`src/rtl/core/risc_instruction_execute_assert.svh`:
```
// ---------------------------------------------------------------------------
// Assertion macros for the RISC instruction execute block.
// Two forms: a same-cycle implication and a next-cycle implication.
// ---------------------------------------------------------------------------
`ifndef RISC_INSTRUCTION_EXECUTE_ASSERT_SVH
`define RISC_INSTRUCTION_EXECUTE_ASSERT_SVH

// The consequent must hold in the same cycle as the antecedent.
`define RIE_ASSERT_IMP(lbl, clk, rst_n, ante, cons, msg) \
  lbl: assert property (@(posedge clk) disable iff (!rst_n) (ante) |-> (cons)) \
    else $error(msg);

// The consequent must hold in the cycle after the antecedent.
`define RIE_ASSERT_NXT(lbl, clk, rst_n, ante, cons, msg) \
  lbl: assert property (@(posedge clk) disable iff (!rst_n) (ante) |=> (cons)) \
    else $error(msg);

`endif

```
`src/rtl/core/rie_pkg.sv`:
```
// ---------------------------------------------------------------------------
// rie_pkg
// Shared types and constants of the RISC instruction execute block.
// ---------------------------------------------------------------------------
package rie_pkg;

  // Fixed field widths.
  localparam int WORD_W    = 32;
  localparam int INSTR_W   = 20;
  localparam int PC_W      = 10;
  localparam int RIDX_W    = 4;
  localparam int REG_COUNT = 16;

  // Stream widths: instruction and immediate in, one result word out.
  localparam int S_TDATA_W = 40;
  localparam int M_TDATA_W = 104;

  // Register indexes with a fixed role.
  localparam logic [RIDX_W-1:0] R0_IDX   = 4'd0;
  localparam logic [RIDX_W-1:0] R1_IDX   = 4'd1;
  localparam logic [RIDX_W-1:0] LINK_IDX = 4'd15;

  // I/O register that holds the interrupt return address.
  localparam int RETI_IO_IDX = 7;

  // Sign bit of the 20-bit immediate word.
  localparam int IMM_SIGN_BIT = 19;

  // Conditional subtract steps that reduce a 10-bit target modulo the
  // instruction memory size (at least 16 words, so the quotient is below 64).
  localparam int TGT_STEPS = 6;

  typedef enum logic [7:0] {
    OP_ADD  = 8'd0,
    OP_SUB  = 8'd1,
    OP_AND  = 8'd2,
    OP_OR   = 8'd3,
    OP_XOR  = 8'd4,
    OP_MUL  = 8'd5,
    OP_SLL  = 8'd6,
    OP_SRA  = 8'd7,
    OP_SRL  = 8'd8,
    OP_BEQ  = 8'd9,
    OP_BNE  = 8'd10,
    OP_BLT  = 8'd11,
    OP_BGT  = 8'd12,
    OP_BLE  = 8'd13,
    OP_BGE  = 8'd14,
    OP_JAL  = 8'd15,
    OP_LW   = 8'd16,
    OP_SW   = 8'd17,
    OP_RETI = 8'd18,
    OP_IN   = 8'd19,
    OP_OUT  = 8'd20,
    OP_HALT = 8'd21
  } op_e;

  // Result of the ALU: data value and branch condition.
  typedef struct packed {
    logic [WORD_W-1:0] val;
    logic              taken;
  } alu_out_t;

  // One result item; the last member sits in the lowest bits.
  typedef struct packed {
    logic [4:0]        io_index;
    logic              io_written;
    logic [WORD_W-1:0] store_value;
    logic [11:0]       mem_address;
    logic              mem_written;
    logic [WORD_W-1:0] written_value;
    logic [RIDX_W-1:0] written_reg;
    logic              reg_written;
    logic              used_immediate;
    logic              halted;
    logic [PC_W-1:0]   next_pc;
  } res_t;

  localparam int RES_W     = $bits(res_t);
  localparam int M_PAD_W   = M_TDATA_W - RES_W;

endpackage

```
`src/rtl/core/rie_alu.sv`:
```
// ---------------------------------------------------------------------------
// rie_alu
// Arithmetic, logic and shift unit with the signed branch comparator.
// ---------------------------------------------------------------------------
module rie_alu (
  input  rie_pkg::op_e                  op_i,
  input  logic [rie_pkg::WORD_W-1:0]    a_i,
  input  logic [rie_pkg::WORD_W-1:0]    b_i,
  output rie_pkg::alu_out_t             res_o
);

  logic [4:0] sh;

  assign sh = b_i[4:0];

  always_comb begin
    res_o = '0;
    // Data result of the register-to-register operations.
    case (op_i)
      rie_pkg::OP_ADD: res_o.val = a_i + b_i;
      rie_pkg::OP_SUB: res_o.val = a_i - b_i;
      rie_pkg::OP_AND: res_o.val = a_i & b_i;
      rie_pkg::OP_OR:  res_o.val = a_i | b_i;
      rie_pkg::OP_XOR: res_o.val = a_i ^ b_i;
      rie_pkg::OP_MUL: res_o.val = a_i * b_i;
      rie_pkg::OP_SLL: res_o.val = a_i << sh;
      rie_pkg::OP_SRA: res_o.val = $unsigned($signed(a_i) >>> sh);
      rie_pkg::OP_SRL: res_o.val = a_i >> sh;
      default:         res_o.val = '0;
    endcase
    // Branch condition; all comparisons are signed.
    case (op_i)
      rie_pkg::OP_BEQ: res_o.taken = (a_i == b_i);
      rie_pkg::OP_BNE: res_o.taken = (a_i != b_i);
      rie_pkg::OP_BLT: res_o.taken = ($signed(a_i) < $signed(b_i));
      rie_pkg::OP_BGT: res_o.taken = ($signed(a_i) > $signed(b_i));
      rie_pkg::OP_BLE: res_o.taken = ($signed(a_i) <= $signed(b_i));
      rie_pkg::OP_BGE: res_o.taken = ($signed(a_i) >= $signed(b_i));
      default:         res_o.taken = 1'b0;
    endcase
  end

endmodule
```
`config.mk`:
```
export PLATFORM = sky130hd
export DESIGN_NAME = rie_alu
export DESIGN_NICKNAME = d
export VERILOG_FILES = /design/src/rtl/core/risc_instruction_execute_assert.svh /design/src/rtl/core/rie_pkg.sv /design/src/rtl/core/rie_alu.sv
export SDC_FILE = /design/constraint.sdc
export NUM_CORES = 2
export LEC_CHECK = 0
export BUFFER_PORTS_ARGS = -buffer_cell sky130_fd_sc_hd__buf_2
export CAP_MARGIN = 20
export CORE_ASPECT_RATIO = 0.75
export CORE_UTILIZATION = 55
export DETAILED_ROUTE_END_ITERATION = 12
export PLACE_DENSITY = 0.82
export SYNTH_ARGS = -nofsm -noshare
export SYNTH_HDL_FRONTEND = slang
export SYNTH_SLANG_ARGS = --single-unit
export TNS_END_PERCENT = 5
```
`constraint.sdc`:
```
create_clock -name vclk -period 15.8
set_clock_uncertainty 0.1 [all_clocks]
set_input_delay 2.37 -clock vclk [all_inputs]
set_output_delay 2.37 -clock vclk [all_outputs]
set_load 0.02 [all_outputs]
```
==> run summary <==
outcome -> finished clean
critical path required time -> 13.33 ns
RSZ-0062 raised after global routing -> no
crit path DAT -> 10.48 ns
total gr overflow -> 0
FILL cells -> 3731
max_cap viols -> 0
Synth warnings -> 0
Worst Path Max Fanout -> 15
most frequent cells in the layout -> nor2_1 (471), inv_1 (460), fa_1 (410), nand2_1 (281), ha_1 (220)
number of port buffers -> 105
Synth area leader -> fa_1
DRT antenna net count -> 0
slew margin rel. -> 17.60%
cells after synthesis -> 2990
DR iter-0 viols -> 4234
Top Ports -> 105
first-pass GRT wire length -> 161300 µm
DRC viols -> 0
Tcrit/Tclk final -> 81.93%
final wirelength -> 112100 µm
number of detailed-route iterations in the first pass -> 7
largest net degree at the start of global routing -> 56
vias in the first global route -> 23.87k
post_cts resized -> 0
Final Instance Area -> 24030 µm²
seq_cells -> 0
Starting Density -> 56.34%
Worst setup EP type -> primary output
initial antenna violation count -> 9
gpl congestion -> 1.168
number of distinct library cells after synthesis -> 86
worst-margin pin slew -> 1.220 ns
worst setup path startpoint -> a_i[8]
min-delay worst type -> in2out
Seq/Total Area, Yosys -> 0%
Die W -> 239.3 µm
syn_area_per_cell -> 7.771 µm²
Synth area leaders -> fa_1 (35%), ha_1 (12%), nor2_1 (7.6%)
vias -> 24.30k
Via-to-Cell Ratio -> 6.907
Die Span Y -> 180.0 µm
Setup TNS -> 0 ns
Avg WL per Cell -> 31.87 µm
Synth Net Count -> 3692
endpoints failing setup -> 0
post-synth top area share -> 35.32%
Storage cell area -> 0 µm²
area grow syn2layout -> 3.425%
critical path type -> in2out
# rows -> 64
Post-CTS Setup Bufs -> 0
Post-DP Area -> 24000 µm²
max-slew violation count -> 0
cts hold-fix bufs -> 0
hpwl dp -> 87800 µm
Synth Cell Area -> 23240 µm²
clock buffers -> 0
Final Hold Viols -> 0
layout cell share with drive strength beyond 1 -> 7.416%
die area -> 43080 µm²
CP startpoint kind -> input port
dpl ws -> 3.186 ns
Final Net Count -> 3657
Core Box Area -> 41240 µm²
Overall Global Routing Usage -> 52.06%
Max Clock Freq -> 77.25 MHz
setup ws final -> 2.855 ns
most common cell after layout, fill and taps aside -> nor2_1
min cycle time layout -> 12.95 ns
hold path start -> op_i[3]
==> final timing paths <==
kind,depth (start not counted),end
worst max-delay path,25,res_o[32]
worst min-delay path,4,res_o[0]
==> metal layers <==
metal / share of wire, % / global-route usage (%) / vias up
li1: - / - / 9649
met1: 38 / 71.14 / 11880
met2: 38 / 67.97 / 2268
met3: 18 / 25.41 / 498
met4: 5.8 / 24.36 / 10
met5: 0.053 / 0 / -
==> layout make-up <==
cell class / count / area, µm² / share of cell area (%)
diodes: 4 / 10.01 / 0.04165
inverters: 476 / 1787 / 7.435
multi-input cells: 2327 / 20670 / 86.02
well taps: 561 / 701.9 / 2.921
repair buffers: 150 / 860.8 / 3.582
==> per-stage QoR <==
stage                     instances  hold WS [ns]  utilization, %
after floorplan                2990         4.776               -
after global placement         3511         5.044           58.21
after detailed placement       3511         5.055           58.21
after CTS                      3511         5.059           58.21
after global routing           3515         5.082           58.26
final                          3518         5.063           58.27
==> cells in the mapped netlist (11+ instances only) <==
| library cell | count |
|---|---|
| a221oi_1 | 24 |
| ha_1 | 220 |
| a2111oi_0 | 11 |
| a31oi_1 | 22 |
| a221o_1 | 11 |
| nand2b_1 | 31 |
| a21oi_1 | 123 |
| xor2_1 | 19 |
| o21bai_1 | 22 |
| buf_1 | 33 |
| o21ai_0 | 155 |
| nor2b_1 | 15 |
| buf_2 | 18 |
| mux4_2 | 16 |
| mux2i_1 | 63 |
| a21o_1 | 34 |
| clkbuf_1 | 122 |
| nor2_1 | 473 |
| fa_1 | 410 |
| o22ai_1 | 23 |
| or3_1 | 13 |
| nor3_1 | 35 |
| nand3_1 | 21 |
| xnor2_1 | 63 |
| nand2_1 | 281 |
| inv_1 | 461 |
| o211ai_1 | 26 |
| a211oi_1 | 23 |
| a22oi_1 | 25 |
==> logic make-up after synthesis <==
| kind of cell | after synthesis | synth area share (%) |
|---|---|---|
| buffers and inverters | 663 | 11.12 |
| muxes | 88 | 4.701 |
| adders and majority gates | 630 | 47.17 |
| xor gates and xnor gates | 82 | 3.091 |
| and+or+nand+nor | 924 | 16.67 |
| AOI/OAI and AO/OA | 603 | 17.25 |
==> worst max-delay path: stages <==
cell and delay [ns]:
buf_2 0.53, inv_1 0.57, nor2_1 0.26, fa_1 0.47
fa_1 0.53, inv_1 0.05, fa_1 0.48, fa_1 0.52
fa_1 0.55, inv_1 0.05, fa_1 0.46, fa_1 0.54
fa_1 0.44, ha_1 0.41, and4_1 0.24, nand3_1 0.09
inv_1 0.05, o21ai_0 0.10, o21ai_0 0.20, o41ai_1 0.56
o21ai_0 0.25, xnor2_1 0.17, nand2_1 0.15, o2111ai_1 0.17
buf_2 0.23
